## src/hdl/rvcc_pkg.sv

```systemverilog
package rvcc_pkg;

    // Configuration register indexes.
    localparam logic [2:0] REG_CAM_X       = 3'd0;
    localparam logic [2:0] REG_CAM_Y       = 3'd1;
    localparam logic [2:0] REG_CAM_Z       = 3'd2;
    localparam logic [2:0] REG_DIR_X       = 3'd3;
    localparam logic [2:0] REG_DIR_Y       = 3'd4;
    localparam logic [2:0] REG_DIR_Z       = 3'd5;
    localparam logic [2:0] REG_COS_FOV     = 3'd6;
    localparam logic [2:0] REG_CULL_ENABLE = 3'd7;

    localparam int CFG_ADDR_W = 3;
    localparam int CFG_DATA_W = 24;
    localparam int POS_W      = 24;
    localparam int SIZE_W     = 23;
    localparam int DIR_W      = 16;
    localparam int DELTA_W    = 26;
    localparam int COUNT_W    = 11;
    localparam int L2_W       = 28;

    // Squared view and near distances, 8 fraction bits on each side.
    localparam logic signed [63:0] FAR_L2  = 64'sd163840000;
    localparam logic [L2_W-1:0]    NEAR_L2 = 28'd26214400;

    typedef logic [4:0] step_t;

    typedef enum logic [3:0] {
        MUL_NONE,
        MUL_DXDX,
        MUL_DYDY,
        MUL_DZDZ,
        MUL_XD,
        MUL_YD,
        MUL_ZD,
        MUL_CC,
        MUL_DD,
        MUL_CCL
    } mul_sel_t;

    typedef enum logic [1:0] {
        ACC_HOLD,
        ACC_LOAD,
        ACC_ADD
    } acc_op_t;

    typedef enum logic [2:0] {
        LAT_NONE,
        LAT_L2,
        LAT_D,
        LAT_CC,
        LAT_LHS
    } lat_op_t;

    typedef enum logic [1:0] {
        DP_NONE,
        DP_CORNER,
        DP_DELTA
    } dp_op_t;

    typedef enum logic [1:0] {
        J_NEXT,
        J_OFF,
        J_FAR,
        J_NEAR
    } cond_t;

    typedef enum logic [2:0] {
        FIN_NONE,
        FIN_PASS,
        FIN_HIDE,
        FIN_SHOW,
        FIN_CONE
    } fin_t;

    typedef struct packed {
        dp_op_t   dp;
        mul_sel_t mul;
        acc_op_t  acc;
        lat_op_t  lat;
        cond_t    cond;
        step_t    target;
        fin_t     fin;
    } ctl_t;

    localparam step_t STEP_FIRST = 5'd0;
    localparam step_t STEP_PASS  = 5'd15;
    localparam step_t STEP_HIDE  = 5'd16;
    localparam step_t STEP_SHOW  = 5'd17;

    localparam ctl_t CTL_NOP = '{
        dp: DP_NONE, mul: MUL_NONE, acc: ACC_HOLD, lat: LAT_NONE,
        cond: J_NEXT, target: STEP_FIRST, fin: FIN_NONE
    };

    // Microcode. The multiplier result lands one step after it is issued.
    function automatic ctl_t ucode(input step_t s);
        ctl_t c;
        begin
            c = CTL_NOP;
            case (s)
                5'd0:
                begin
                    c.dp     = DP_CORNER;
                    c.cond   = J_OFF;
                    c.target = STEP_PASS;
                end
                5'd1:  c.dp = DP_DELTA;
                5'd2:  c.mul = MUL_DXDX;
                5'd3:
                begin
                    c.mul = MUL_DYDY;
                    c.acc = ACC_LOAD;
                end
                5'd4:
                begin
                    c.mul = MUL_DZDZ;
                    c.acc = ACC_ADD;
                end
                5'd5:  c.acc = ACC_ADD;
                5'd6:
                begin
                    c.lat    = LAT_L2;
                    c.cond   = J_FAR;
                    c.target = STEP_HIDE;
                end
                5'd7:
                begin
                    c.mul    = MUL_XD;
                    c.cond   = J_NEAR;
                    c.target = STEP_SHOW;
                end
                5'd8:
                begin
                    c.mul = MUL_YD;
                    c.acc = ACC_LOAD;
                end
                5'd9:
                begin
                    c.mul = MUL_ZD;
                    c.acc = ACC_ADD;
                end
                5'd10: c.acc = ACC_ADD;
                5'd11:
                begin
                    c.lat = LAT_D;
                    c.mul = MUL_CC;
                end
                5'd12:
                begin
                    c.lat = LAT_CC;
                    c.mul = MUL_DD;
                end
                5'd13:
                begin
                    c.lat = LAT_LHS;
                    c.mul = MUL_CCL;
                end
                5'd14: c.fin = FIN_CONE;
                5'd15: c.fin = FIN_PASS;
                5'd16: c.fin = FIN_HIDE;
                5'd17: c.fin = FIN_SHOW;
                default: c.fin = FIN_HIDE;
            endcase
            return c;
        end
    endfunction

endpackage

```

## src/hdl/rvcc_if.sv

```systemverilog
interface rvcc_in_if;
    logic                     valid;
    logic                     ready;
    logic                     frame_start;
    logic signed [23:0]       room_x;
    logic signed [23:0]       room_y;
    logic signed [23:0]       room_z;
    logic [22:0]              size_x;
    logic [22:0]              size_y;
    logic [22:0]              size_z;

    modport source (
        output valid, frame_start, room_x, room_y, room_z, size_x, size_y, size_z,
        input  ready
    );
    modport sink (
        input  valid, frame_start, room_x, room_y, room_z, size_x, size_y, size_z,
        output ready
    );
endinterface

interface rvcc_out_if;
    logic        valid;
    logic        ready;
    logic        visible;
    logic        checked;
    logic [10:0] rendered_count;

    modport source (
        output valid, visible, checked, rendered_count,
        input  ready
    );
    modport sink (
        input  valid, visible, checked, rendered_count,
        output ready
    );
endinterface

```

## src/hdl/room_view_cone_cull_top.sv

```systemverilog
// Room distance and view-cone culling.
// The room channel carries one room box per transaction: a frame_start flag,
// the origin and the size. The result channel returns one transaction per
// room: visible, checked and the count of checked visible rooms in the frame so far.
// Camera position, forward vector, cosine of the view angle and the culling
// enable are written on the cfg_en/cfg_addr/cfg_data port; the user must
// write them only while no room is in flight, as the block does not enforce it.
// Each room runs through a microcoded program on one shared 32x32 multiplier.
// The result is registered when the program ends: early with culling off,
// after the view-distance check for a room beyond the view distance, after
// the near check for one inside the near distance, and after the cone test
// otherwise. One room is worked on at a time; the next is accepted in the
// cycle after the previous result is registered.
// When the receiver stalls, a finished result waits in the output register
// and the program holds on its final step until the register frees up.
// Reset loads the register defaults, clears the count and empties the block.
module room_view_cone_cull_top #(
    parameter int MAX_ROOMS = 1024
) (
    input  logic                            clk,
    input  logic                            rst_n,
    input  logic                            cfg_en,
    input  logic [rvcc_pkg::CFG_ADDR_W-1:0] cfg_addr,
    input  logic [rvcc_pkg::CFG_DATA_W-1:0] cfg_data,
    rvcc_in_if.sink                         room,
    rvcc_out_if.source                      result
);

    localparam logic [rvcc_pkg::COUNT_W-1:0] COUNT_CAP =
        (MAX_ROOMS > 2047) ? 11'd2047 : 11'(MAX_ROOMS);

    // Configuration.
    logic signed [rvcc_pkg::POS_W-1:0]   cam_reg [3];
    logic signed [rvcc_pkg::DIR_W-1:0]   dir_reg [3];
    logic signed [rvcc_pkg::DIR_W-1:0]   cos_reg;
    logic                                cull_reg;

    // Sequencer and result.
    logic                                busy_reg;
    rvcc_pkg::step_t                     step_reg;
    rvcc_pkg::step_t                     step_next;
    logic                                ovalid_reg;
    logic                                vis_reg;
    logic                                chk_reg;
    logic [rvcc_pkg::COUNT_W-1:0]        count_reg;
    logic [rvcc_pkg::COUNT_W-1:0]        count_next;

    // Datapath.
    logic                                fs_reg;
    logic signed [rvcc_pkg::POS_W-1:0]   room_reg [3];
    logic [rvcc_pkg::SIZE_W-1:0]         size_reg [3];
    logic signed [rvcc_pkg::DELTA_W-1:0] dlt_reg [3];
    logic signed [63:0]                  prod_reg;
    logic signed [63:0]                  acc_reg;
    logic [rvcc_pkg::L2_W-1:0]           l2_reg;
    logic signed [31:0]                  d_reg;
    logic [30:0]                         cc2_reg;
    logic [61:0]                         lhs_reg;

    rvcc_pkg::ctl_t                      ctl;
    logic                                in_go;
    logic                                jump;
    logic                                fin_go;
    logic                                advance;
    logic signed [31:0]                  mul_a;
    logic signed [31:0]                  mul_b;
    logic signed [16:0]                  cos_ext;
    logic [16:0]                         cc_abs;
    logic [31:0]                         d_abs;
    logic [61:0]                         rhs;
    logic                                cone_ok;
    logic                                vis_new;
    logic                                chk_new;
    logic [rvcc_pkg::COUNT_W-1:0]        count_base;

    assign in_go      = room.valid && room.ready;
    assign room.ready = !busy_reg;

    assign result.valid          = ovalid_reg;
    assign result.visible        = vis_reg;
    assign result.checked        = chk_reg;
    assign result.rendered_count = count_reg;

    always_comb
    begin
        ctl     = rvcc_pkg::ucode(step_reg);
        cos_ext = 17'(cos_reg);
        cc_abs  = cos_ext[16] ? 17'(-cos_ext) : 17'(cos_ext);
        d_abs   = d_reg[31] ? 32'(-d_reg) : 32'(d_reg);
        rhs     = 62'(prod_reg);

        unique case (ctl.cond)
            rvcc_pkg::J_NEXT: jump = 1'b0;
            rvcc_pkg::J_OFF:  jump = !cull_reg;
            rvcc_pkg::J_FAR:  jump = acc_reg >= rvcc_pkg::FAR_L2;
            rvcc_pkg::J_NEAR: jump = l2_reg < rvcc_pkg::NEAR_L2;
            default:          jump = 1'b0;
        endcase

        fin_go  = busy_reg && (ctl.fin != rvcc_pkg::FIN_NONE)
                  && (!ovalid_reg || result.ready);
        advance = busy_reg && ((ctl.fin == rvcc_pkg::FIN_NONE) || fin_go);
        step_next = jump ? ctl.target : step_reg + 5'd1;

        unique case (ctl.mul)
            rvcc_pkg::MUL_DXDX: begin mul_a = 32'(dlt_reg[0]); mul_b = 32'(dlt_reg[0]); end
            rvcc_pkg::MUL_DYDY: begin mul_a = 32'(dlt_reg[1]); mul_b = 32'(dlt_reg[1]); end
            rvcc_pkg::MUL_DZDZ: begin mul_a = 32'(dlt_reg[2]); mul_b = 32'(dlt_reg[2]); end
            rvcc_pkg::MUL_XD:   begin mul_a = 32'(dir_reg[0]); mul_b = 32'(dlt_reg[0]); end
            rvcc_pkg::MUL_YD:   begin mul_a = 32'(dir_reg[1]); mul_b = 32'(dlt_reg[1]); end
            rvcc_pkg::MUL_ZD:   begin mul_a = 32'(dir_reg[2]); mul_b = 32'(dlt_reg[2]); end
            rvcc_pkg::MUL_CC:
            begin
                mul_a = $signed({15'd0, cc_abs});
                mul_b = $signed({15'd0, cc_abs});
            end
            rvcc_pkg::MUL_DD:
            begin
                mul_a = $signed(d_abs);
                mul_b = $signed(d_abs);
            end
            rvcc_pkg::MUL_CCL:
            begin
                mul_a = $signed({1'b0, cc2_reg});
                mul_b = $signed({4'd0, l2_reg});
            end
            default:
            begin
                mul_a = '0;
                mul_b = '0;
            end
        endcase

        // Sign-aware squared compare of dir.dp against cos_fov * |dp|.
        if (!d_reg[31])
        begin
            cone_ok = (cos_reg <= 16'sd0) || (lhs_reg >= rhs);
        end
        else
        begin
            cone_ok = (cos_reg < 16'sd0) && (lhs_reg <= rhs);
        end

        unique case (ctl.fin)
            rvcc_pkg::FIN_PASS: begin vis_new = 1'b1;    chk_new = 1'b0; end
            rvcc_pkg::FIN_HIDE: begin vis_new = 1'b0;    chk_new = 1'b1; end
            rvcc_pkg::FIN_SHOW: begin vis_new = 1'b1;    chk_new = 1'b1; end
            rvcc_pkg::FIN_CONE: begin vis_new = cone_ok; chk_new = 1'b1; end
            default:            begin vis_new = 1'b0;    chk_new = 1'b0; end
        endcase

        count_base = fs_reg ? '0 : count_reg;
        if (vis_new && chk_new && (count_base < COUNT_CAP))
        begin
            count_next = count_base + 11'd1;
        end
        else
        begin
            count_next = count_base;
        end
    end

    // Configuration registers.
    always_ff @(posedge clk or negedge rst_n)
    begin
        if (!rst_n)
        begin
            cam_reg[0] <= '0;
            cam_reg[1] <= '0;
            cam_reg[2] <= '0;
            dir_reg[0] <= '0;
            dir_reg[1] <= '0;
            dir_reg[2] <= 16'sd16384;
            cos_reg    <= 16'sd10385;
            cull_reg   <= 1'b1;
        end
        else if (cfg_en)
        begin
            unique case (cfg_addr)
                rvcc_pkg::REG_CAM_X:       cam_reg[0] <= $signed(cfg_data);
                rvcc_pkg::REG_CAM_Y:       cam_reg[1] <= $signed(cfg_data);
                rvcc_pkg::REG_CAM_Z:       cam_reg[2] <= $signed(cfg_data);
                rvcc_pkg::REG_DIR_X:       dir_reg[0] <= $signed(cfg_data[15:0]);
                rvcc_pkg::REG_DIR_Y:       dir_reg[1] <= $signed(cfg_data[15:0]);
                rvcc_pkg::REG_DIR_Z:       dir_reg[2] <= $signed(cfg_data[15:0]);
                rvcc_pkg::REG_COS_FOV:     cos_reg    <= $signed(cfg_data[15:0]);
                rvcc_pkg::REG_CULL_ENABLE: cull_reg   <= cfg_data[0];
                default:                   cull_reg   <= cull_reg;
            endcase
        end
    end

    // Sequencer control and result register.
    always_ff @(posedge clk or negedge rst_n)
    begin
        if (!rst_n)
        begin
            busy_reg   <= 1'b0;
            step_reg   <= rvcc_pkg::STEP_FIRST;
            ovalid_reg <= 1'b0;
            count_reg  <= '0;
        end
        else
        begin
            if (in_go)
            begin
                busy_reg <= 1'b1;
                step_reg <= rvcc_pkg::STEP_FIRST;
            end
            else if (fin_go)
            begin
                busy_reg <= 1'b0;
            end
            else if (advance)
            begin
                step_reg <= step_next;
            end

            if (fin_go)
            begin
                ovalid_reg <= 1'b1;
                count_reg  <= count_next;
            end
            else if (result.ready)
            begin
                ovalid_reg <= 1'b0;
            end
        end
    end

    // Datapath.
    always_ff @(posedge clk)
    begin
        if (in_go)
        begin
            fs_reg      <= room.frame_start;
            room_reg[0] <= room.room_x;
            room_reg[1] <= room.room_y;
            room_reg[2] <= room.room_z;
            size_reg[0] <= room.size_x;
            size_reg[1] <= room.size_y;
            size_reg[2] <= room.size_z;
        end

        if (fin_go)
        begin
            vis_reg <= vis_new;
            chk_reg <= chk_new;
        end

        if (advance)
        begin
            prod_reg <= mul_a * mul_b;

            for (int i = 0; i < 3; i++)
            begin
                if (ctl.dp == rvcc_pkg::DP_CORNER)
                begin
                    // Test corner: take the far side wherever the view looks forward.
                    dlt_reg[i] <= 26'(room_reg[i])
                                  + ((dir_reg[i] > 16'sd0) ? $signed({3'd0, size_reg[i]})
                                                           : 26'sd0);
                end
                else if (ctl.dp == rvcc_pkg::DP_DELTA)
                begin
                    dlt_reg[i] <= dlt_reg[i] - 26'(cam_reg[i]);
                end
            end

            case (ctl.acc)
                rvcc_pkg::ACC_LOAD: acc_reg <= prod_reg;
                rvcc_pkg::ACC_ADD:  acc_reg <= acc_reg + prod_reg;
                default:            acc_reg <= acc_reg;
            endcase

            // The view-distance branch leaves before l2 would overflow its register.
            case (ctl.lat)
                rvcc_pkg::LAT_L2:  l2_reg  <= acc_reg[rvcc_pkg::L2_W-1:0];
                rvcc_pkg::LAT_D:   d_reg   <= acc_reg[31:0];
                rvcc_pkg::LAT_CC:  cc2_reg <= prod_reg[30:0];
                rvcc_pkg::LAT_LHS: lhs_reg <= prod_reg[61:0];
                default:           lhs_reg <= lhs_reg;
            endcase
        end
    end

endmodule
```

## src/flat_wrapper.sv

```systemverilog
// flat-port wrapper written by rule: the top's interface ports become plain ports
module room_view_cone_cull_top_flat 
#(
    parameter int MAX_ROOMS = 1024
)
  (clk, rst_n, cfg_en, cfg_addr, cfg_data, room_valid, room_frame_start, room_room_x, room_room_y, room_room_z, room_size_x, room_size_y, room_size_z, room_ready, result_valid, result_visible, result_checked, result_rendered_count, result_ready);
  rvcc_in_if room_i ();
  rvcc_out_if result_i ();
  input  logic clk;
  input  logic rst_n;
  input  logic cfg_en;
  input  logic [rvcc_pkg::CFG_ADDR_W-1:0] cfg_addr;
  input  logic [rvcc_pkg::CFG_DATA_W-1:0] cfg_data;
  input wire logic [$bits(room_i.valid)-1:0] room_valid;
  input wire logic [$bits(room_i.frame_start)-1:0] room_frame_start;
  input wire logic [$bits(room_i.room_x)-1:0] room_room_x;
  input wire logic [$bits(room_i.room_y)-1:0] room_room_y;
  input wire logic [$bits(room_i.room_z)-1:0] room_room_z;
  input wire logic [$bits(room_i.size_x)-1:0] room_size_x;
  input wire logic [$bits(room_i.size_y)-1:0] room_size_y;
  input wire logic [$bits(room_i.size_z)-1:0] room_size_z;
  output wire logic [$bits(room_i.ready)-1:0] room_ready;
  output wire logic [$bits(result_i.valid)-1:0] result_valid;
  output wire logic [$bits(result_i.visible)-1:0] result_visible;
  output wire logic [$bits(result_i.checked)-1:0] result_checked;
  output wire logic [$bits(result_i.rendered_count)-1:0] result_rendered_count;
  input wire logic [$bits(result_i.ready)-1:0] result_ready;
  assign room_i.valid = room_valid;
  assign room_i.frame_start = room_frame_start;
  assign room_i.room_x = room_room_x;
  assign room_i.room_y = room_room_y;
  assign room_i.room_z = room_room_z;
  assign room_i.size_x = room_size_x;
  assign room_i.size_y = room_size_y;
  assign room_i.size_z = room_size_z;
  assign room_ready = room_i.ready;
  assign result_valid = result_i.valid;
  assign result_visible = result_i.visible;
  assign result_checked = result_i.checked;
  assign result_rendered_count = result_i.rendered_count;
  assign result_i.ready = result_ready;
  room_view_cone_cull_top #(.MAX_ROOMS(MAX_ROOMS)) u_core (.clk(clk), .rst_n(rst_n), .cfg_en(cfg_en), .cfg_addr(cfg_addr), .cfg_data(cfg_data), .room(room_i), .result(result_i));
endmodule
```

## config.mk

```make
export PLATFORM = sky130hd
export DESIGN_NAME = room_view_cone_cull_top_flat
export DESIGN_NICKNAME = d
export VERILOG_FILES = /design/src/hdl/rvcc_pkg.sv /design/src/hdl/rvcc_if.sv /design/src/hdl/room_view_cone_cull_top.sv /design/src/flat_wrapper.sv
export SDC_FILE = /design/constraint.sdc
export NUM_CORES = 2
export LEC_CHECK = 0
export ABC_AREA = 1
export BUFFER_PORTS_ARGS = -buffer_cell sky130_fd_sc_hd__buf_2
export CAP_MARGIN = 20
export CELL_PAD_IN_SITES_DETAIL_PLACEMENT = 1
export CELL_PAD_IN_SITES_GLOBAL_PLACEMENT = 2
export CORE_ASPECT_RATIO = 1.25
export CORE_UTILIZATION = 30
export CTS_CLUSTER_SIZE = 20
export DETAILED_ROUTE_END_ITERATION = 16
export PLACE_DENSITY = 0.66
export SLEW_MARGIN = 25
export SYNTH_ARGS = -nofsm -noshare
export SYNTH_HDL_FRONTEND = slang
export SYNTH_SLANG_ARGS = --single-unit
```

## constraint.sdc

```tcl
create_clock -name clk -period 12.85 [get_ports clk]
set_clock_uncertainty 0.1 [all_clocks]
set_input_delay 0 -clock clk [delete_from_list [all_inputs] [get_ports clk]]
set_output_delay 0 -clock clk [all_outputs]
set_load 0.03 [all_outputs]
```

# Word-level counts from Yosys, hierarchy flattened
# Memory sizes are Yosys's and may differ from the RTL's.
# Cells that the tools add are included.
[totals] inputBits=174 elab_cells=181 ram_bits=219 mem_count=3 out_inout_bits=15 ff_bits=439
[op_classes] add_sub_neg=11 n_eq_ne=48 n_lt_le_gt_ge=10 n_mul=1 reduce_logical=44 n_bitwise=3 muxes=40
[mem_list] memory="u_core.dlt_reg" words=3 word_bits=26 rd=3 rd_ports_with_merged_regs=0 write_ports=3 line="room_view_cone_cull_top.sv:52" text="logic signed [rvcc_pkg::DELTA_W-1:0] dlt_reg [3];"
[mem_list] memory="u_core.room_reg" words=3 word_bits=24 rd=3 rd_ports_with_merged_regs=0 write_ports=3 line="room_view_cone_cull_top.sv:50" text="logic signed [rvcc_pkg::POS_W-1:0] room_reg [3];"
[mem_list] memory="u_core.size_reg" words=3 word_bits=23 rd=3 rd_ports_with_merged_regs=0 write_ports=3 line="room_view_cone_cull_top.sv:51" text="logic [rvcc_pkg::SIZE_W-1:0] size_reg [3];"
[op_table] op="$pmux W32 S9" count=1
[op_table] op="$pmux W32 S6" count=1
[op_table] op="$pmux W64 S2" count=1
[op_table] op="$mux W26" count=3
[op_table] op="$sub A26 B24 Y26" count=3
[op_table] op="$add A24 B24 Y25" count=3
[op_table] op="$mux W23" count=3
[op_table] op="$add A64 B64 Y64" count=1
[op_table] op="$ge A64 B29 Y1 const B" count=1
[op_table] op="$mul A32 B32 Y64" count=1
[op_table] op="$ge A62 B62 Y1" count=1
[op_table] op="$le A62 B62 Y1" count=1
[op_table] op="$gt A16 B1 Y1 const B" count=3
[op_table] op="$eq A5 B4 Y1 const B" count=8
[op_table] op="$pmux W4 S9" count=1
[op_table] op="$mux W32" count=1
[op_table] op="$neg A32 Y32" count=1
[op_table] op="$lt A28 B25 Y1 const B" count=1
[op_table] op="$reduce_and A2 Y1" count=14
[op_table] op="$pmux W3 S4" count=2
[op_table] op="$mux W11" count=2
[op_table] op="$pmux W7 S3" count=1
[op_table] op="$eq A5 B3 Y1 const B" count=4
[op_table] op="$mux W5" count=4
[op_table] op="37 further kinds" count=95

# Logic depth before layout (Yosys ltp)
[depth] ltp_word=11 mapped_depth=49 depth_no_buf=47

# Worst setup path after synthesis
# Ideal clock, no wire load.
[synth_path] kind="register to register" from="register u_core.step_reg[0]" to="register u_core.prod_reg[57], data pin" t_required_ns=12.492 stages_incl_launch_ff=45 setup_time_ns=0.258 period_less_slack_ns=9.153 t_arrival_ns=8.794 path_slack_ns=3.697 n_path_buf=1 cell_sequence="dfrtp_1 > inv_1 > ha_1 > inv_1 > nor2_1 > nand2_1 > nand2_2 > nor2_4 > nor2_2 > nand2_2 > inv_2 > nand2_2 > o221ai_4 > inv_2 > nand3b_1 > nor2_1 > buf_2 > nor2_1 > [9 not listed] > fa_1 > inv_1 > fa_1 > inv_1 > fa_1 > ha_1 > nand2_1 > nor2_1 > inv_1 > nor2_1 > inv_1 > nor2_1 > inv_1 > nor3_1 > nand2_1 > o211ai_1 > a21oi_1 > xnor2_1"
[synth_between] elab_chain_len=6 elab_cells_between_ends=25 cone_classes="mul: 1; eq/ne: 18; mux: 3; reduce/logical: 3"
[synth_lines] item="start: declaration" line="room_view_cone_cull_top.sv:40" text="rvcc_pkg::step_t step_reg;"
[synth_lines] item="start signal: assignment" line="room_view_cone_cull_top.sv:199" text="step_reg <= rvcc_pkg::STEP_FIRST;"
[synth_lines] item="start signal: assignment" line="room_view_cone_cull_top.sv:208" text="step_reg <= rvcc_pkg::STEP_FIRST;"
[synth_lines] item="start signal: assignment" line="room_view_cone_cull_top.sv:216" text="step_reg <= step_next;"
[synth_lines] item="$eq A5 B4 Y1 (tied with other cells)" line="rvcc_pkg.sv:101" text="case (s)"
[synth_lines] item="$pmux W4 S9 *" line="rvcc_pkg.sv:101"
[synth_lines] item="$eq A4 B2 Y1 (tied with other cells)" line="room_view_cone_cull_top.sv:105" text="unique case (ctl.mul)"
[synth_lines] item="$reduce_or A2 Y1 (no line)"
[synth_lines] item="$pmux W32 S6" line="room_view_cone_cull_top.sv:105"
[synth_lines] item="$mul A32 B32 Y64 *" line="room_view_cone_cull_top.sv:253" text="prod_reg <= mul_a * mul_b;"
[synth_lines] item="end signal: assignment" line="room_view_cone_cull_top.sv:253"
[synth_lines] item="end: declaration" line="room_view_cone_cull_top.sv:53" text="logic signed [63:0] prod_reg;"
# Every way passes the cells marked *; elsewhere a longest branch is shown, timed or not.
# A chain may end at the register's enable or synchronous reset.

# Worst setup path after layout
[layout_path] from="register u_core.step_reg[0]" to="register u_core.prod_reg[50], data pin"
# Same word-level chain as after synthesis.

==> results.sh <==
export IMPL_outcome="finished, final reports clean"
export IMPL_critPathCaptureType="register"
export IMPL_die_area_um2=261000
export IMPL_hp_class="in2reg"
export IMPL_finalSetupTns_ns=0
export IMPL_nets=11392
export IMPL_timing_final_crit_share_pct=91.3
export IMPL_io_pins=189
export IMPL_rows=208
export IMPL_drive_gt1_share_pct=6.22
export IMPL_cts_path_max_buffers=3
export IMPL_path_buf_inv=9
export IMPL_gp_congestion=0.985
export IMPL_synth_largest_area_cell="fa_1"
export IMPL_cts_htree_levels=3
export IMPL_maxSlewHeadroom_pct=16.9
export IMPL_place_hpwl_mm=266
export IMPL_die_x_um=457
export IMPL_setup_viol=0
export IMPL_track_usage_pct=25.2
export IMPL_async_flop_share_pct=23.6
export IMPL_cp_start_kind="register"
export IMPL_num_vias=64614
export IMPL_dr_pass1_iters=6
export IMPL_drc=0
export IMPL_cts_inserted_buffers=76
export IMPL_crit_type="reg2reg"
export IMPL_slowest_delay_ns=0.85
export IMPL_root_buffer="clkbuf_16"
export IMPL_ys_seq_area_share_pct=24.5
export IMPL_grt_setup_unrepaired="no"
export IMPL_areaGrowthSynthToFinish_pct=13.8
export IMPL_synth_edff_count=503
export IMPL_critical_path_max_fanout=18
export IMPL_post_cts_resized=0
export IMPL_wirelength_mm=328
export IMPL_max_freq_mhz=85.2
export IMPL_cp_required_ns=13.18
export IMPL_clock_sinks=658
export IMPL_ys_types=75
export IMPL_core_area_um2=257000
export IMPL_antenna_found_initial=12
export IMPL_ys_warnings_count=0
export IMPL_cpMaxStageDelayCell="nand3_1"
export IMPL_drt_iter0_drc=3661
export IMPL_clk_pin_slew_ns=0.06
export IMPL_hold_viol=0
export IMPL_synth_fp_nets=10942
export IMPL_vias_per_cell=4.93
export IMPL_r2r_cells=36
export IMPL_crit_family="adder cells"
export IMPL_portBuffers=188
export IMPL_cp_depth=36
export IMPL_synthFlopType="edfxtp_1"
export IMPL_largest_reg_flops=78
export IMPL_tightest_slew_ns=1.24
export IMPL_wire_per_inst_um=25.1
export IMPL_netlist_instances=9218
export IMPL_path_common_cell="fa_1"
export IMPL_synth_top_area_share_pct=28.1
export IMPL_ctsHoldBuffers=322
export IMPL_cap_violations=0
export IMPL_synthTopCellsByArea="fa_1, edfxtp_1, inv_1"
export IMPL_post_cts_buffers=0
export IMPL_fin_util_pct=34.4
export IMPL_clk_latency_ns=0.70
export IMPL_grt_pass1_vias=72436
export IMPL_yosys_register_bits=658
export IMPL_fp_dieH_um=571
export IMPL_period_needed_ns=11.74
export IMPL_drtAntennaViolNets=0
export IMPL_synth_area_um2=77600
export IMPL_grt_max_degree=93
export IMPL_min_delay_path_depth=4
export IMPL_arrival_ns=12.06
export IMPL_syn_avg_cell_area_um2=8.42
export IMPL_overflow=0
export IMPL_cts_tree="built"
export IMPL_drv_slew=0
export IMPL_grt_pass1_wl_mm=485
export IMPL_start_util_pct=30.2
final cells by class:
| class | instances | area [um2] |
|---|---|---|
| timing repair buffer | 621 | 5070 |
| tap | 3360 | 4200 |
| sequential | 658 | 19000 |
| antenna | 5 | 12.5 |
| clock buffer | 90 | 1970 |
| fill | 30457 | 169000 |
| clock inverter | 50 | 558 |
| inverter | 2022 | 7600 |
| multi-input combinational | 6289 | 49900 |
tightest hold or removal path: stages:
cell	delay (ns)
dlygate4sd3_1	0.53
buf_2	0.10
inv_1	0.09
o21ai_0	0.17
logic make-up (layout without fill, tap and decap cells):
| group | count (synthesis) | in the layout | synth area share, % |
|---|---|---|---|
| other | 0 | 5 | 0 |
| muxes | 3 | 3 | 0.0387 |
| xor gates and xnor gates | 216 | 216 | 2.44 |
| buffers and inverters | 2271 | 2783 | 11.4 |
| AOI/OAI and AO/OA | 1150 | 1150 | 8.28 |
| DFF | 658 | 658 | 24.5 |
| adders and majority gates | 1550 | 1550 | 35.5 |
| and+or+nand+nor | 3370 | 3370 | 17.9 |
cells in the final DEF (no fill, tap or decap), drive strengths merged, types with 6 or more instances in the layout:
| master | n |
|---|---|
| a211oi | 15 |
| a21boi | 19 |
| a21o | 45 |
| a21oi | 392 |
| a221oi | 16 |
| a31oi | 32 |
| and3 | 6 |
| buf | 300 |
| bufinv | 6 |
| clkbuf | 90 |
| clkinv | 30 |
| clkinvlp | 8 |
| dfrtp | 148 |
| dfstp | 7 |
| dlygate4sd3 | 321 |
| edfxtp | 503 |
| fa | 1089 |
| ha | 461 |
| inv | 2028 |
| nand2 | 1979 |
| nand3 | 237 |
| nand3b | 10 |
| nand4 | 73 |
| nor2 | 903 |
| nor3 | 76 |
| nor4 | 46 |
| o2111ai | 11 |
| o211ai | 23 |
| o21a | 10 |
| o21ai | 517 |
| o21bai | 26 |
| o22ai | 21 |
| or2 | 29 |
| xnor2 | 77 |
| xor2 | 139 |
worst paths after layout:
kind,startpoint,endpoint,slack [ns]
worst max register to register,u_core.step_reg[0],u_core.prod_reg[50],1.11
max in group asynchronous,rst_n,u_core.result.rendered_count[0],11.38
min in group asynchronous,rst_n,u_core.dir_reg[14],0.31
worst max-delay path,u_core.step_reg[0],u_core.prod_reg[50],1.11
worst min register to register,u_core.cam_reg[34],u_core.cam_reg[34],0.39
worst min-delay path,cfg_data[18],u_core.cam_reg[66],0.13
metrics by stage:
step / worst slack [ns] / instance area [um2] / hold WS (ns) / instances
after floorplan: 3.70 / 77600 / -0.396 / 9218
after global placement: 1.00 / 82500 / 0.0490 / 12625
after detailed placement: 1.10 / 82500 / 0.0627 / 12626
after CTS: 1.08 / 88300 / 0.0578 / 13088
after global routing: 0.655 / 88300 / 0.124 / 13092
final: 1.11 / 88300 / 0.134 / 13095
routing by layer:
metal,global-route usage (%),up-vias,wire length [um]
li1,-,29372,-
met1,30.0,33323,134000
met5,0,-,14
met3,2.37,519,10800
met4,11.4,2,17300
met2,45.8,1398,167000
synthesized netlist by cell type, types with 10 or more instances:
| library cell | n |
|---|---|
| a211oi_1 | 14 |
| inv_2 | 49 |
| ha_1 | 461 |
| nand3_1 | 229 |
| xnor2_1 | 77 |
| buf_4 | 10 |
| fa_1 | 1089 |
| nand2_2 | 20 |
| o22ai_1 | 19 |
| nor2_2 | 10 |
| a221oi_1 | 16 |
| o21ai_0 | 496 |
| nor2_1 | 884 |
| a21oi_1 | 390 |
| o21ai_1 | 16 |
| a31oi_1 | 32 |
| o211ai_1 | 23 |
| or2_2 | 27 |
| dfrtp_1 | 148 |
| buf_6 | 11 |
| nand2_1 | 1953 |
| o21a_1 | 10 |
| buf_2 | 144 |
| xor2_1 | 139 |
| clkbuf_1 | 77 |
| a21boi_0 | 19 |
| a21o_1 | 45 |
| o2111ai_1 | 10 |
| edfxtp_1 | 503 |
| nand4_1 | 73 |
| inv_1 | 1967 |
| nor3_1 | 65 |
| o21bai_1 | 26 |
| nor4_1 | 43 |
| nand3b_1 | 10 |
Power is left out: the tool's default activity adds up to more than one toggle a clock period on the data nets, which glitch-free logic cannot reach.
